[config.mk]
export PLATFORM = sky130hd
export DESIGN_NAME = tih_front
export DESIGN_NICKNAME = d
export VERILOG_FILES = /design/src/rtl/core/tih_pkg.sv /design/src/rtl/core/tih_fifo.sv /design/src/rtl/core/tih_front.sv
export SDC_FILE = /design/constraint.sdc
export NUM_CORES = 1
export LEC_CHECK = 0
export ABC_AREA = 1
export BUFFER_PORTS_ARGS = -buffer_cell sky130_fd_sc_hd__buf_2
export CAP_MARGIN = 20
export CORE_AREA = 2 2 251 253
export DETAILED_ROUTE_END_ITERATION = 10
export DIE_AREA = 0 0 253 255
export PLACE_DENSITY_LB_ADDON = 0.25
export REMOVE_ABC_BUFFERS = 1
export SLEW_MARGIN = 20
export SYNTH_ARGS = -nofsm -noshare
export SYNTH_HDL_FRONTEND = slang
export SYNTH_SLANG_ARGS = --single-unit
export TNS_END_PERCENT = 30
[constraint.sdc]
create_clock -name i_clk -period 25.7 [get_ports i_clk]
set_clock_uncertainty 0.2 [all_clocks]
set_input_delay 1.285 -clock i_clk [delete_from_list [all_inputs] [get_ports i_clk]]
set_output_delay 1.285 -clock i_clk [all_outputs]
set_load 0.02 [all_outputs]
[src/rtl/core/tih_pkg.sv]
package tih_pkg;

    localparam int CAPACITY  = 64;
    localparam int MAP_SLOTS = 128;
    localparam int DESC_W    = $clog2(CAPACITY);
    localparam int COUNT_W   = $clog2(CAPACITY + 1);
    localparam int SLOT_W    = $clog2(MAP_SLOTS);
    localparam int PROBE_W   = $clog2(MAP_SLOTS + 1);
    localparam int FUNC_W    = 3;
    localparam int STATUS_W  = 3;
    localparam int WORD_W    = 64;
    localparam int HALF_W    = 32;
    localparam int CFG_IDX_W = 2;
    localparam int MIX_SHIFT = 33;

    localparam logic [WORD_W-1:0] MIX_C1 = 64'hff51afd7ed558ccd;
    localparam logic [WORD_W-1:0] MIX_C2 = 64'hc4ceb9fe1a85ec53;

    localparam logic [FUNC_W-1:0] FUNC_INSERT = 3'd0;
    localparam logic [FUNC_W-1:0] FUNC_ALLOC  = 3'd1;
    localparam logic [FUNC_W-1:0] FUNC_LOOKUP = 3'd2;
    localparam logic [FUNC_W-1:0] FUNC_REMOVE = 3'd3;
    localparam logic [FUNC_W-1:0] FUNC_CLEAR  = 3'd4;

    localparam logic [STATUS_W-1:0] STAT_OK        = 3'd0;
    localparam logic [STATUS_W-1:0] STAT_ZERO_ID   = 3'd1;
    localparam logic [STATUS_W-1:0] STAT_FULL      = 3'd2;
    localparam logic [STATUS_W-1:0] STAT_DUPLICATE = 3'd3;
    localparam logic [STATUS_W-1:0] STAT_NOT_FOUND = 3'd4;
    localparam logic [STATUS_W-1:0] STAT_EXHAUSTED = 3'd5;

    localparam logic [CFG_IDX_W-1:0] CFG_INITIAL_ID = 2'd0;
    localparam logic [CFG_IDX_W-1:0] CFG_ID_STRIDE  = 2'd1;

    typedef enum logic [2:0] {
        OP_INSERT,
        OP_ALLOC,
        OP_LOOKUP,
        OP_REMOVE,
        OP_CLEAR,
        OP_NOP
    } t_op;

    typedef struct packed {
        t_op               op;
        logic              id_zero;
        logic [WORD_W-1:0] id;
        logic [WORD_W-1:0] size;
        logic [WORD_W-1:0] value;
    } t_item;

    typedef struct packed {
        logic [STATUS_W-1:0] status;
        logic [DESC_W-1:0]   desc;
        logic [WORD_W-1:0]   assigned;
        logic [WORD_W-1:0]   size;
        logic [WORD_W-1:0]   value;
        logic [COUNT_W-1:0]  count;
    } t_result;

    typedef enum logic [2:0] {
        H_IDLE,
        H_P0,
        H_P1,
        H_P2,
        H_P3
    } t_hstate;

    typedef enum logic [3:0] {
        S_IDLE,
        S_HASH,
        S_PRB_MAP,
        S_PRB_ENT,
        S_PRB_CMP,
        S_PRB_END,
        S_INS_WR,
        S_SH_MAP,
        S_SH_ENT,
        S_SH_KEY,
        S_SH_END,
        S_DONE
    } t_state;

endpackage

[src/rtl/core/tih_fifo.sv]
module tih_fifo #(
    parameter int WIDTH = 8
) (
    input  logic             i_clk,
    input  logic             i_rst_n,
    input  logic             i_push,
    output logic             o_full,
    input  logic [WIDTH-1:0] i_data,
    output logic             o_empty,
    input  logic             i_pop,
    output logic [WIDTH-1:0] o_data
);

    logic [WIDTH-1:0] r_mem [2];
    logic             r_wp;
    logic             r_rp;
    logic [1:0]       r_cnt;
    logic             w_do_push;
    logic             w_do_pop;

    assign o_full    = (r_cnt == 2'd2);
    assign o_empty   = (r_cnt == 2'd0);
    assign o_data    = r_mem[r_rp];
    assign w_do_push = i_push && !o_full;
    assign w_do_pop  = i_pop && !o_empty;

    always_ff @(posedge i_clk) begin
        if (!i_rst_n) begin
            r_wp  <= 1'b0;
            r_rp  <= 1'b0;
            r_cnt <= 2'd0;
        end else begin
            if (w_do_push) begin
                r_wp <= !r_wp;
            end
            if (w_do_pop) begin
                r_rp <= !r_rp;
            end
            r_cnt <= r_cnt + {1'b0, w_do_push} - {1'b0, w_do_pop};
        end
    end

    always_ff @(posedge i_clk) begin
        if (w_do_push) begin
            r_mem[r_wp] <= i_data;
        end
    end

endmodule

[src/rtl/core/tih_front.sv]
module tih_front import tih_pkg::*; (
    input  logic              i_clk,
    input  logic              i_rst_n,
    input  logic              i_push,
    output logic              o_full,
    input  logic [FUNC_W-1:0] i_func,
    input  logic [WORD_W-1:0] i_transfer_id,
    input  logic [WORD_W-1:0] i_total_size,
    input  logic [WORD_W-1:0] i_user_value,
    output t_item             o_item,
    output logic              o_item_valid,
    input  logic              i_item_take
);

    t_item w_item;
    logic  w_empty;

    always_comb begin
        w_item.id      = i_transfer_id;
        w_item.size    = i_total_size;
        w_item.value   = i_user_value;
        w_item.id_zero = (i_transfer_id == '0);
        case (i_func)
            FUNC_INSERT: w_item.op = OP_INSERT;
            FUNC_ALLOC:  w_item.op = OP_ALLOC;
            FUNC_LOOKUP: w_item.op = OP_LOOKUP;
            FUNC_REMOVE: w_item.op = OP_REMOVE;
            FUNC_CLEAR:  w_item.op = OP_CLEAR;
            default:     w_item.op = OP_NOP;
        endcase
    end

    tih_fifo #(.WIDTH($bits(t_item))) u_queue (
        .i_clk   (i_clk),
        .i_rst_n (i_rst_n),
        .i_push  (i_push),
        .o_full  (o_full),
        .i_data  (w_item),
        .o_empty (w_empty),
        .i_pop   (i_item_take),
        .o_data  (o_item)
    );

    assign o_item_valid = !w_empty;

endmodule

# After elaboration in Yosys (flattened, before gate mapping)
# Memory sizes are Yosys's and may differ from the RTL's. A register that Yosys moved wholly into a read port is not among the register bits.
# Index checks and enable logic that the tools add are counted.
[classes] muxes=5 n_eq_ne=5 reduce_logical=9 addsub=2
[ops] operator="logical NOT 64 bit" n=1
[ops] operator="case mux 3 bit (5 select lines)" n=1
[ops] operator="equality test 3 x 2 -> 1 bit (second input constant)" n=2
[ops] operator="logical NOT 1 bit" n=4
[ops] operator="2-to-1 mux 1 bit" n=4
[ops] operator="equality test 3 x 1 -> 1 bit (second input constant)" n=1
[ops] operator="equality test 3 bit (second input constant)" n=1
[ops] operator="logical NOT 3 bit" n=1
[ops] operator="adder 2 x 1 -> 2 bit" n=1
[ops] operator="equality test 2 bit (second input constant)" n=1
[ops] operator="logical AND 1 bit" n=2
[ops] operator="logical NOT 2 bit" n=1
[ops] operator="subtractor 2 x 1 -> 2 bit" n=1
[totals] ff_bits=4 mem_count=1 ram_bits=392 in_bits=199 output_inout_bits=198 wordCells=25
[memory_table] name="u_queue.r_mem" words=2 word_bits=196 read_ports=1 rd_clocked_by_memory_dff=1 write_ports=1 line="tih_fifo.sv:14" text="logic [WIDTH-1:0] r_mem [2];"

# Logic depth before layout (Yosys ltp)
[depth] ltp_word=5 ltp_mapped=7

# Modules after synthesis
# From an unflattened synthesis, not the netlist that was laid out.
[hier_totals] hier_cells=728 area_unflattened_um2=15298.4
[modules_own_cells] module="tih_fifo" cells_each=648 n_inst=1 area_each_um2=14968.1 seq_area_each_um2=11871.4
[modules_own_cells] module="tih_front" cells_each=80 n_inst=1 area_each_um2=330.3 seq_area_each_um2=0.0

# Worst setup path before layout
# No wires, ideal clock.
[synth_timing] path_kind="input-to-reg" startpoint="in i_push" endpoint="mem u_queue.r_mem[1][0] (netlist bit), enable pin" path_stages=2 setup_time_ns=0.757 slack_ns=15.170 n_path_buf=0 t_arrival_ns=9.573 path_cell_list="o21ai_0 > nor2_1"
[synth_via] elab_chain_len=3
[synth_lines] element="start, declared" line="tih_front.sv:4" text="input logic i_push,"
[synth_lines] element="logical AND 1 bit" line="tih_fifo.sv:24" text="assign w_do_push = i_push && !o_full;"
[synth_lines] element="2-to-1 mux 1 bit" line="tih_fifo.sv:44" text="if (w_do_push) begin"
[synth_lines] element="2-to-1 mux 1 bit (not written as such)" line="tih_fifo.sv:45" text="r_mem[r_wp] <= i_data;"
[synth_lines] element="end, declared" line="tih_fifo.sv:14"
# Every way passes these cells.

==> metrics <==
commonest non-fill, non-tap cells in the layout=396 x buf_2, 392 x edfxtp_1, 140 x mux2_4, 56 x mux2_2, 47 x clkbuf_16; grt met3 use=roughly 4%; crit path capture=o_item[139]; P_int=between 0.001 and 0.0015 W; Max rail drop VDD=64.1 uV; min Tclk post-route=approximately 5.2 ns; fmax=193 MHz; GRT busiest layer=met2; commonest non-fill, non-tap cell in the layout=buf_2; latest clock arrival within the worst-skew pair=about 0.55 ns; setup total negative slack=0 ns; Critical Path RT=24.21 ns; CTS sink count=approximately 400; DRC violations left=0; worst r2r dst=u_queue.r_mem[1][62]; drt via density=3.92; fin nets=1349; critical path arrival=about 3.7 ns; FF-to-FF setup slack=between 20 and 25 ns; die height=255 um; sw power=between 0.0005 and 0.0006 W; share of cells above drive strength 1=a little under three fifths; Mean Syn Cell Area=about 21 um2; wire per inst=roughly 18 um; sequential share of power=a little over two fifths; setup ws final=between 20 and 25 ns; worst slack, placed=~21 ns; Synth Instances=717; std cell rows=92; met1 Usage GRT=about an eighth; Syn Std Cell Area=around 15000 um2; CP Class=reg2out; Pre-antenna DRT Iters=4; Die Width=roughly 250 um; Slew Limit Fails=0; Sw Ratio=28.9%; clock buffer depth=3; Tcrit/Tclk final=around 20%; # hold bufs at CTS=0; vias in the first global route=8153; fin cells=a little under 2000; placed insts=1900; first-pass GRT wire length=between 50000 and 60000 um; Fin. Hold Viols=0; via count=7787; Core Area=slightly above 60000 um2; DR iter-0 viols=342; initial antenna violation count=8; Worst-path clk slew=0.05 ns; Critical Path Start Type=register; Buffers on Ports=396; #FFs+latches synth=between 300 and 400; Logic pwr share=about a quarter; unrepaired setup endpoints after global routing=false; worst hold-check path type=reg2reg; number of max-cap violations=0; Synth Warn #=0; sequential-to-total area share from yosys stat=77.8%; routed wire length=approximately 35000 um; post-route ant nets=0; PwrDens=99.6 nW/um2; total gr overflow=0; root buffer cell=clkbuf_16; Synth cell types=18; Initial Utilization=approximately 25%; largest net degree at the start of global routing=67; CTS tree=yes; critical path fanouts, max=50; GPL Wtd Cong=about 0.74; Leak Pwr=approximately 7.5 nW; endpoints failing setup=0; Boundary Pins=397; die footprint=around 65000 um2; status=finished clean; hpwl dp=roughly 24000 um; Layout area overhead=28.0%; All-Layer GR Usage=a little over a tenth; cells on worst reg2reg path=5; Clock power frac=a little under a third; worst slew pin tran=about 1.0 ns; Num CTS Buffers=between 40 and 50; Post-CTS Setup Bufs=0; grt met2 use=roughly 17%; CP Capture Type=output port; Worst slew margin=a little under a third; worst r2r src=u_queue.r_cnt[1]; H-tree depth=2; Resized cells post-CTS=0; Filler Cell Count=6178
[power groups by stage]
| stage | combinational, W | sequential [W] | clock, W |
|---|---|---|---|
| after CTS | 0.000499 | 0.000848 | 0.000639 |
| final | 0.000487 | 0.000846 | 0.000613 |
| after detailed placement | 0.000497 | 0.000861 | 0 |
| after global routing | 0.000520 | 0.000854 | 0.000662 |
| after global placement | 0.000495 | 0.000860 | 0 |
| after floorplan | 0.000367 | 0.000901 | 0 |
[cells in the mapped netlist]
| cell type | count | share of area, % |
|---|---|---|
| buf_6 | 17 | 1.3 |
| dfxtp_1 | 5 | 0.66 |
| xnor2_1 | 1 | 0.057 |
| ha_1 | 2 | 0.16 |
| mux2_4 | 140 | 14 |
| nand4_1 | 4 | 0.16 |
| and2_1 | 3 | 0.12 |
| buf_2 | 5 | 0.16 |
| mux2_2 | 56 | 4.1 |
| nor2_1 | 37 | 0.91 |
| clkbuf_1 | 1 | 0.025 |
| nand2_1 | 18 | 0.44 |
| o21a_1 | 1 | 0.049 |
| o21ai_0 | 4 | 0.13 |
| edfxtp_1 | 392 | 77 |
| a21oi_1 | 3 | 0.098 |
| a21o_1 | 1 | 0.049 |
| inv_1 | 27 | 0.66 |
[metal layers]
metal | vias up | share of wire (%)
met5 | - | 0.10
li1 | 3639 | -
met2 | 244 | 49
met4 | 6 | 1.9
met1 | 3845 | 41
met3 | 53 | 8.0
[registers in the layout, summed over array words and instances (netlist names), named ones only]
signal	flops
u_queue.r_cnt	2
u_queue.r_mem	392
u_queue.r_rp	1
u_queue.r_wp	1
[cell families (layout without fill, tap and decap cells)]
logic type,Yosys count,in the layout,share of synthesized area (%)
buf+inv,50,513,2.11
xor+xnor,1,1,0.0574
other cells,0,6,0
compound gates,9,9,0.328
fa+ha+maj,2,2,0.164
simple gates,62,62,1.64
flops,397,397,77.8
mux,196,196,17.9
[through the flow]
stage	power, W	util, %	cell area, um2	hold slack, ns
detailed placement	0.00136	29.2	18100	0.238
floorplan	0.00127	-	15000	0.225
global route	0.00204	31.4	19500	0.278
CTS	0.00199	31.4	19500	0.246
finish	0.00195	31.4	19500	0.247
global placement	0.00136	29.2	18100	0.231
[worst min-delay path by stage]
stage | to | cells after the start | start
final | register | 1 | u_queue.r_rp
after global routing | register | 1 | u_queue.r_rp
after CTS | register | 1 | u_queue.r_rp
after detailed placement | register | 1 | u_queue.r_rp
after global placement | register | 1 | u_queue.r_rp
after floorplan | register | 1 | u_queue.r_rp
[final cells by class]
cell class	count	area [um2]	share of cell area [%]
repair buffers	407	2060	10.6
inverters	27	101	0.519
multi-input cells	270	3080	15.8
well taps	799	1000	5.12
flip-flops and latches	397	11900	60.8
clock buffers	60	1220	6.27
clock inverters	19	175	0.897
diodes	6	15.0	0.0768
[critical path, cell delays in order (launching register included)]
cell	delay (ns)
dfxtp_4	0.91
buf_4	0.75
buf_4	0.83
mux2_4	0.35
buf_2	0.16
(Power assumes the default switching activity.)
