[config.mk]
export PLATFORM = sky130hd
export DESIGN_NAME = tih_fifo
export DESIGN_NICKNAME = d
export VERILOG_FILES = /design/src/rtl/core/tih_fifo.sv
export SDC_FILE = /design/constraint.sdc
export NUM_CORES = 1
export LEC_CHECK = 0
export ABC_CLOCK_PERIOD_IN_PS = 2200
export BUFFER_PORTS_ARGS = -buffer_cell sky130_fd_sc_hd__buf_2
export CAP_MARGIN = 20
export CORE_UTILIZATION = 49
export DETAILED_ROUTE_END_ITERATION = 7
export PLACE_DENSITY = 0.74
export SYNTH_ARGS = -nofsm -noshare
export SYNTH_HDL_FRONTEND = slang
export SYNTH_SLANG_ARGS = --single-unit
[constraint.sdc]
create_clock -name i_clk -period 2.2 [get_ports i_clk]
set_input_delay 0.33 -clock i_clk [delete_from_list [all_inputs] [get_ports i_clk]]
set_output_delay 0.33 -clock i_clk [all_outputs]
set_load 0.005 [all_outputs]
[src/rtl/core/tih_fifo.sv]
module tih_fifo #(
    parameter int WIDTH = 8
) (
    input  logic             i_clk,
    input  logic             i_rst_n,
    input  logic             i_push,
    output logic             o_full,
    input  logic [WIDTH-1:0] i_data,
    output logic             o_empty,
    input  logic             i_pop,
    output logic [WIDTH-1:0] o_data
);

    logic [WIDTH-1:0] r_mem [2];
    logic             r_wp;
    logic             r_rp;
    logic [1:0]       r_cnt;
    logic             w_do_push;
    logic             w_do_pop;

    assign o_full    = (r_cnt == 2'd2);
    assign o_empty   = (r_cnt == 2'd0);
    assign o_data    = r_mem[r_rp];
    assign w_do_push = i_push && !o_full;
    assign w_do_pop  = i_pop && !o_empty;

    always_ff @(posedge i_clk) begin
        if (!i_rst_n) begin
            r_wp  <= 1'b0;
            r_rp  <= 1'b0;
            r_cnt <= 2'd0;
        end else begin
            if (w_do_push) begin
                r_wp <= !r_wp;
            end
            if (w_do_pop) begin
                r_rp <= !r_rp;
            end
            r_cnt <= r_cnt + {1'b0, w_do_push} - {1'b0, w_do_pop};
        end
    end

    always_ff @(posedge i_clk) begin
        if (w_do_push) begin
            r_mem[r_wp] <= i_data;
        end
    end

endmodule

* Yosys cells after proc, flatten, opt, wreduce, memory -nomap -nowiden
Memories as Yosys holds them, arrays and structs flattened. A register that Yosys moved wholly into a read port is not among the register bits.
Cells that the tools add are included.
** Cells by class
- Add/subtract/negate cells :: 2
- Equality and inequality tests :: 1
- Muxes and demuxes :: 4
- Reduce and logical (&&, ||, !) cells :: 7
** Operator list (number)
- zero test 1 bit :: 4
- two-way mux 1 bit :: 4
- adder 2 x 1 -> 2 bit :: 1
- equality test 2 bit (second input constant) :: 1
- logical AND 1 bit :: 2
- zero test 2 bit :: 1
- subtractor 2 x 1 -> 2 bit :: 1
** Word-level totals
- Bits in registers :: 4
- Bits in writable memories :: 16
- Output and inout bits :: 10
- Logic and storage cells :: 18
- Memories :: 1
** Memories
- r_mem :: words 2, width 8, rd ports 1, clocked after Yosys merged registers in 1, write ports 1, line 14 : logic [WIDTH-1:0] r_mem [2];

* Longest topological paths before layout
Gate-level depths: netlist of run 1.
- Depth in word-level cells :: 5
- Depth in mapped cells :: 8
- Depth with buffers taken out :: 8

* Worst setup path after synthesis of run 1
No wires, ideal clock.
- Kind :: reg2reg
- Start :: register r_cnt[0]
- End :: register r_cnt[1]
- Data arrival time :: 1.467 ns
- Path slack :: 0.655 ns
- Cell stages (with the launch flop) :: 9
- Path buffers :: 0
- Clock period less this slack :: 1.545 ns
- Cell sequence :: dfxtp_1 > nand2b_1 > nand2_1 > ha_1 > inv_1 > ha_1 > xor2_1 > and2_2 > nor3_1
** Between the ends
- Cells in the longest elaborated chain, start to end :: 5
** Ends and longest elaborated chain
- start: declaration :: line 17 : logic [1:0] r_cnt;
- start signal: assignment :: line 39 : r_cnt <= r_cnt + {1'b0, w_do_push} - {1'b0, w_do_pop};
- equality test 2 bit :: line 21 : assign o_full = (r_cnt == 2'd2);
- zero test 1 bit :: line 24 : assign w_do_push = i_push && !o_full;
- logical AND 1 bit :: line 24
- adder 2 x 1 -> 2 bit :: line 39
- subtractor 2 x 1 -> 2 bit (*) :: line 39
Mark *: on every way between the ends. The rest lies on a longest branch, timed or not.
A chain may end at the register's enable or synchronous reset.

==> flow_summary.ini, run 1 <==
[status]
outcome = complete, no violations

[timing]
finalCritPeriodShare_pct = 76.33
finalHoldViolCount = 0
finalSetupTns_ps = 0
drv_slew = 0
finalClockSkew_ps = 4.307
whs_ps = 204.9
fin_crit_ps = 1679
fmax_mhz = 595.5
rsz0062_at_grt = false
setup_viol = 0
slew_headroom_pct = 72.89
tightest_slew_ps = 406.6

[cells_and_area]
mostFrequentLayoutCell = buf_2
layout.cells.non_filler = 93
final_cell_mix = buf_2, edfxtp_1, mux2_2, nor2_1, dfxtp_1
area_growth_pct = 19.11
nets = 92
fillerInstances = 119
diodes = 0
drive_gt1_share_pct = 46.75

[floorplanning]
design.core.area_um2 = 1524
rows = 14
die-area_um2 = 1824
die_x_um = 42.71
ios = 22
start_util_pct = 53.28
die_h_um = 42.71

[global_routing]
grt_overflow = 0
grt_pass1_wl_mm = 1.842
antenna_found_initial = 0
grtUsageTotal_pct = 15.03
grt_pass1_vias = 473
grt_max_degree = 13

[min_path]
hold_path_class = in -> reg
hp-start = i_data[5]
holdPathStages = 1
min_to = r_mem[1][5]

[logic_synthesis]
ys_seq_area_share_pct = 71.49
syn_inst = 52
ys_ff_latch = 21
synthesis.nets = 66
syn_area_per_cell_um2 = 15.62
ys_types = 17
synth_warnings = 0
synth_area_um2 = 812.0

[setup_path]
cp-end-kind = primary output
reg2reg_to = r_cnt[1]
cp_data_arrival_time_ps = 1350
rrSetupSlack_ps = 550
cp-start-kind = register
rr_worst_depth = 8
worst-path-max-fanout = 8
worstPathRequired_ps = 1870
criticalPathCategory = reg -> out
worst_r2r_startpoint = r_cnt[0]

[route]
route.detailed.vias_per_inst = 5.022
wire_per_inst_um = 12.24
first_pass_iters = 3
antenna_left = 0
vias = 467
drc_errors = 0
totalWireLength_mm = 1.138
drt_iter0_drc = 9

[clock_tree]
clock_sinks = 21
cts-hold-fix-buffers = 0
post_cts_buffers = 0
cts_tree = built
clkTransAtPathRegs_ps = 110
numCtsBuffers = 3
cts_resized = 0
ctsLongestPathBuffers = 2
clock_latency_ps = 300
root_buffer = clkbuf_4
h-tree-depth = 1

[power]
p_switching_mw = 0.2988
p_int_mw = 0.7582
p_leak_nw = 0.4137
pwr-share-comb_pct = 28.7
seqPwrFrac_pct = 54.0
swShare_pct = 28.27
pwr-share-clk_pct = 17.3
powerDensity_nw_per_um2 = 1093
vdd.ir_drop.worst_mv = 0.7371

[placement]
io_buffers = 21
gp_congestion = 0.6481
numPlacedInstances = 89
dp_hpwl_um = 845.9

[job]
drv_cap = 0
==> worst max-delay path: stages (launching register included) <==
cell,delay [ps]
dfxtp_1,550
mux2_2,380
buf_2,120
==> worst max-delay path by stage <==
| stage | endpoint | cells past startpoint | slack, ps |
|---|---|---|---|
| after detailed placement | r_cnt[1] | 8 | 530 |
| after global routing | r_cnt[1] | 8 | 360 |
| after global placement | r_cnt[1] | 8 | 590 |
| after floorplan | r_cnt[1] | 8 | 650 |
| final | o_data[5] | 2 | 520 |
| after CTS | o_data[5] | 2 | 500 |
==> Yosys cell counts <==
master	count	area share [%]
and2_1	1	0.77
and2_2	1	0.92
and3_1	1	0.77
buf_2	1	0.62
dfxtp_1	5	12
edfxtp_1	16	59
ha_1	2	3.1
inv_1	3	1.4
mux2_2	8	11
mux2i_1	1	1.2
nand2_1	2	0.92
nand2b_1	2	1.5
nor2_1	5	2.3
nor3_1	1	0.62
o21a_2	1	1.1
xnor2_1	1	1.1
xor2_1	1	1.1
==> kinds of logic after synthesis <==
family	count (synthesis)	share of synthesized area [%]
AO/OA/AOI/OAI	1	1.079
XOR/XNOR	2	2.158
adder cells (fa/ha/maj)	2	3.081
buffers and inverters	4	2.002
flip-flops	21	71.50
multiplexers	9	12.33
AND/OR/NAND/NOR	13	7.859
==> registers in the layout, summed over array words and instances, names as in the netlist, named ones only <==
register and flops:
r_mem 16, r_cnt 2, r_rp 1, r_wp 1
==> power by group through the flow <==
stage               clock [mW]  combinational (mW)  sequential [mW]
floorplan                    0               0.220            0.552
global placement             0               0.302            0.577
detailed placement           0               0.310            0.581
CTS                      0.182               0.310            0.574
global route             0.195               0.344            0.583
finish                   0.182               0.304            0.571
==> stage by stage <==
stage	total power, mW	worst slack [ps]	util [%]	instance area, um^2
2_1_floorplan	0.7714	655.0	-	812.0
3_3_place_gp	0.8794	588.0	61.66	939.7
3_5_place_dp	0.8909	531.3	61.66	939.7
4_1_cts	1.066	500.4	63.46	967.2
5_1_grt	1.122	358.7	63.46	967.2
6_report	1.057	520.8	63.46	967.2
==> layout make-up <==
class	count	area (um^2)	area share (%)
repair buffers	22	112.6	11.64
well taps	16	20.02	2.070
flip-flops and latches	21	580.6	60.03
inverters	3	11.26	1.164
clock buffers	3	22.52	2.329
multi-input cells	27	215.2	22.25
clock inverters	1	5.005	0.5175
==> routing by layer <==
layer	global-route usage [%]	part of all wire (%)	wire length, um
met5	0	0	0
met4	11.25	3.6	41
met3	3.830	4.3	49
met1	14.58	41	472
met2	26.67	50	574
(Power assumes the default switching activity.)
==> run 2, diff against run 1 <==
==> config.mk (replaced) <==
export PLATFORM = sky130hd
export DESIGN_NAME = tih_fifo
export DESIGN_NICKNAME = d
export VERILOG_FILES = /design/src/rtl/core/tih_fifo.sv
export SDC_FILE = /design/constraint.sdc
export NUM_CORES = 1
export LEC_CHECK = 0
export ABC_CLOCK_PERIOD_IN_PS = 1500
export BUFFER_PORTS_ARGS = -buffer_cell sky130_fd_sc_hd__buf_2
export CAP_MARGIN = 20
export CORE_UTILIZATION = 44
export DETAILED_ROUTE_END_ITERATION = 7
export PLACE_DENSITY = 0.7
export SYNTH_ARGS = -nofsm -noshare
export SYNTH_HDL_FRONTEND = slang
export SYNTH_SLANG_ARGS = --single-unit
==> constraint.sdc (replaced) <==
create_clock -name i_clk -period 1.5 [get_ports i_clk]
set_input_delay 0.225 -clock i_clk [delete_from_list [all_inputs] [get_ports i_clk]]
set_output_delay 0.225 -clock i_clk [all_outputs]
set_load 0.005 [all_outputs]
==> flow_summary.ini, run 2 (synthesis results as in run 1) <==
[min_path]
holdPathStages = 1
hp-start = i_data[4]
min_to = r_mem[1][4]
hold_path_class = in -> reg

[global_routing]
grtUsageTotal_pct = 13.04
grt_pass1_wl_mm = 1.711
antenna_found_initial = 0
grt_pass1_vias = 427
grt_max_degree = 13
grt_overflow = 0

[route]
vias = 489
route.detailed.vias_per_inst = 4.528
wire_per_inst_um = 11.41
drt_iter0_drc = 9
antenna_left = 0
totalWireLength_mm = 1.232
first_pass_iters = 3
drc_errors = 0

[clock_tree]
ctsLongestPathBuffers = 2
numCtsBuffers = 3
clock_sinks = 21
root_buffer = clkbuf_4
h-tree-depth = 1
clock_latency_ps = 290
clkTransAtPathRegs_ps = 110
cts_tree = built

[floorplanning]
design.core.area_um2 = 1727
start_util_pct = 47.03
die_x_um = 44.96
rows = 15
ios = 22
die-area_um2 = 2021
die_h_um = 44.96

[timing]
tightest_slew_ps = 206.5
setup_viol = 1
fmax_mhz = 637.3
finalClockSkew_ps = 2.789
worst_slack_ps = -69.21
finalHoldViolCount = 0
slew_headroom_pct = 86.23
rsz0062_at_grt = true
finalCritPeriodShare_pct = 104.6
drv_slew = 0
fin_crit_ps = 1569

[power]
p_int_mw = 1.267
powerDensity_nw_per_um2 = 1617
pwr-share-clk_pct = 14.7
p_leak_nw = 0.4513
p_switching_mw = 0.5062
pwr-share-comb_pct = 36.0
p_total_mw = 1.773
seqPwrFrac_pct = 49.3
vdd.ir_drop.worst_mv = 1.021
swShare_pct = 28.55

[status]
failed_checks = negative setup slack
outcome = finished with violations

[setup_path]
rr_worst_depth = 7
worstPathRequired_ps = 1730
worst_r2r_startpoint = r_cnt[1]
rrSetupSlack_ps = -70
cp_data_arrival_time_ps = 1790
cp-end-kind = register
cp-start-kind = register
worst-path-max-fanout = 4
criticalPathCategory = reg -> reg
reg2reg_to = r_cnt[1]

[cells_and_area]
reg_top3 = r_mem: 16 flops, r_cnt: 2 flops
final_cell_mix = buf_2, edfxtp_1, mux2_2, buf_4, nor2_1
fillerInstances = 152
top_register = r_mem
mostFrequentLayoutCell = buf_2
seqCellArea_um2 = 591.8
design_area_um2 = 1096
drive_gt1_share_pct = 63.86
multi_input_area_um2 = 276.5
finalCoreUtilization_pct = 63.48
nets = 98
area_growth_pct = 34.98
largest_reg_flops = 16
diodes = 0

[placement]
io_buffers = 21
dp_hpwl_um = 865.5
gp_congestion = 0.7151
place_area_um2 = 993.5

[job]
drv_cap = 0
## run 2: critical path: stages (launching register included)
cell and delay, ps:
dfxtp_4 380, o21a_4 230, ha_4 250, inv_2 40, ha_4 150, xor2_2 170
and2_4 140, nor3_2 140
## run 2: cell type report
| type | count | area share, % |
|---|---|---|
| inverters | 3 | 1.027 |
| clock buffers | 3 | 2.055 |
| flip-flops and latches | 21 | 54.00 |
| multi-input cells | 27 | 25.23 |
| clock inverters | 1 | 0.4566 |
| well taps | 25 | 2.854 |
| repair buffers | 28 | 14.38 |
## run 2: timing repair
| item | CTS | global route |
|---|---|---|
| hold endpoints to repair | 0 | 0 |
| hold buffers | 0 | 0 |
| gates cloned | 0 | 0 |
| setup buffers | 0 | 2 |
| pin swaps | 0 | 6 |
| setup endpoints to repair | 9 | 9 |
| resized for setup | 3 | 11 |
## run 2: layer usage
layer / routed length, um / part of all wire (%) / up-vias / track usage [%]
li1: - / - / 245 / -
met1: 530 / 43 / 232 / 12.43
met4: 15 / 1.2 / 0 / 9.091
met5: 0 / 0 / - / 0
met2: 645 / 52 / 10 / 22.90
met3: 40 / 3.2 / 2 / 4.800
## run 2: power by group through the flow
stage / registers (mW) / logic [mW] / clock network (mW)
finish: 0.874 / 0.638 / 0.260
detailed placement: 0.867 / 0.529 / 0
CTS: 0.860 / 0.541 / 0.269
floorplan: 0.822 / 0.338 / 0
global placement: 0.857 / 0.517 / 0
global route: 0.895 / 0.712 / 0.288
## run 2: worst max-delay path by stage
stage	to	startpoint	slack (ps)	cells after the start
floorplan	r_cnt[1]	r_cnt[1]	3	7
global placement	r_cnt[1]	r_cnt[0]	-4	8
detailed placement	r_cnt[1]	r_cnt[1]	-80	7
CTS	r_cnt[1]	r_cnt[1]	-80	7
global route	r_cnt[1]	r_cnt[1]	-130	7
finish	r_cnt[1]	r_cnt[1]	-70	7
## run 2: per-stage QoR
stage	hold slack (ps)	instances	setup TNS (ps)	setup WS [ps]
global placement	411.7	102	-4.471	-4.471
global route	90.66	108	-125.6	-125.6
floorplan	323.9	52	0	2.821
detailed placement	416.2	102	-82.51	-82.51
finish	111.8	108	-69.21	-69.21
CTS	100.4	106	-80.11	-80.11
==> run 3, diff against run 2 <==
--- a/config.mk
+++ b/config.mk
@@ -11,6 +11,7 @@
 export CORE_UTILIZATION = 44
 export DETAILED_ROUTE_END_ITERATION = 7
 export PLACE_DENSITY = 0.7
+export SETUP_SLACK_MARGIN = 0.02
 export SYNTH_ARGS = -nofsm -noshare
 export SYNTH_HDL_FRONTEND = slang
 export SYNTH_SLANG_ARGS = --single-unit
==> flow_summary.ini, run 3 (synthesis results as in run 1) <==
[status]
outcome = finished with violations
failed_checks = design-rule violations

[floorplanning]
ios = 22
die_x_um = 44.96
start_util_pct = 47.03
design.core.area_um2 = 1727
die_h_um = 44.96
rows = 15
die-area_um2 = 2021

[setup_path]
worst-path-max-fanout = 3
rr_worst_depth = 7
cp-end-kind = register
criticalPathCategory = reg -> reg
worstPathRequired_ps = 1730
cp_data_arrival_time_ps = 1710
cp-start-kind = register

[cells_and_area]
drive_gt1_share_pct = 61.25
area_growth_pct = 31.74
seqCellArea_um2 = 589.3
fillerInstances = 156
reg_top3 = r_mem: 16 flops, r_cnt: 2 flops
finalCoreUtilization_pct = 61.96
nets = 95
multi_input_area_um2 = 275.3
largest_reg_flops = 16
design_area_um2 = 1070
mostFrequentLayoutCell = buf_2
final_cell_mix = buf_2, edfxtp_1, mux2_2, nor2_1, buf_4
top_register = r_mem
diodes = 0

[timing]
finalClockSkew_ps = 0.7254
finalCritPeriodShare_pct = 99.18
slew_headroom_pct = 76.24
tightest_slew_ps = 356.4
fmax_mhz = 672.2
rsz0062_at_grt = true
whs_ps = 111.6
setup_viol = 0
drv_slew = 0
finalHoldViolCount = 0
worst_slack_ps = 12.34
fin_crit_ps = 1488

[power]
p_leak_nw = 0.4363
pwr-share-comb_pct = 35.3
p_int_mw = 1.231
powerDensity_nw_per_um2 = 1613
swShare_pct = 28.65
p_switching_mw = 0.4943
pwr-share-clk_pct = 14.8
vdd.ir_drop.worst_mv = 1.063
seqPwrFrac_pct = 49.9

[global_routing]
use_met3_pct = 4.000
antenna_found_initial = 0
grtUsageMet1_pct = 15.00
grt_overflow = 0
busiest_layer = met2
grt_pass1_wl_mm = 1.856
met2_usage_pct = 23.19
grt_pass1_vias = 460
grtUsageTotal_pct = 13.53
grt_max_degree = 13

[route]
drc_errors = 2
vias = 490
first_pass_iters = 6
totalWireLength_mm = 1.173
antenna_left = 0
drt_iter0_drc = 9
route.detailed.vias_per_inst = 4.667
wire_per_inst_um = 11.17

[clock_tree]
clock_latency_ps = 290
cts_tree = built
numCtsBuffers = 3
cts-hold-fix-buffers = 0
clock_sinks = 21
root_buffer = clkbuf_4
clkTransAtPathRegs_ps = 110
ctsLongestPathBuffers = 2
h-tree-depth = 1

[placement]
place_area_um2 = 1006
gp_congestion = 0.6351
io_buffers = 21
dp_slack_ps = -35.47
dp_hpwl_um = 826.9

[min_path]
holdPathStages = 1
hold_path_class = in -> reg

[job]
drv_cap = 0
[run 3: changes by cell type in the layout (fill, tap and decap cells not counted)]
cell     previous run  this run
and3_2              1         0
dfxtp_2             0         1
and3_1              0         1
buf_4               7         4
dfxtp_4             3         2
[run 3: layout make-up]
cell class	count	area share, %
flip-flops and latches	21	55.09
multi-input cells	27	25.73
repair buffers	25	12.63
well taps	25	2.924
clock buffers	3	2.105
inverters	3	1.053
clock inverters	1	0.4678
[run 3: stage by stage]
stage                     TNS, ps  power [mW]  std cells
after floorplan                 0       1.198         52
after global placement    -0.2559       1.393        100
after detailed placement   -35.47       1.414        100
after CTS                       0       1.736        105
after global routing       -63.93       1.858        105
final                           0       1.725        105
[run 3: worst max-delay path, cell delays in order, from the launching register on]
cell and delay [ps]:
dfxtp_4 380, o21a_4 230, ha_4 250, inv_2 30
ha_4 150, xor2_2 170, and2_4 130, nor3_2 80
[run 3: power by group through the flow]
stage                     combinational (mW)  clock [mW]  sequential, mW
final                                  0.609       0.256           0.860
after detailed placement               0.549           0           0.865
after global placement                 0.536           0           0.857
after CTS                              0.605       0.270           0.861
after global routing                   0.688       0.292           0.878
after floorplan                        0.371           0           0.828
[run 3: worst paths after layout]
check | startpoint | to | slack, ps
min reg2reg | r_wp | r_wp | 500
max | r_cnt[1] | r_cnt[1] | 10
max reg2reg | r_cnt[1] | r_cnt[1] | 10
min | i_data[1] | r_mem[0][1] | 110
[run 3: what timing repair did]
action                                  in CTS  in global routing
pin swaps                                    5                  0
buffers inserted                             1                  0
resized for setup                            5                  2
endpoints found under the setup margin       9                  9
[run 3: metal layers]
layer  vias up  wire length, um
met2        16              623
met1       233              483
met5         -                0
met4         0                8
met3         2               57
li1        239                -
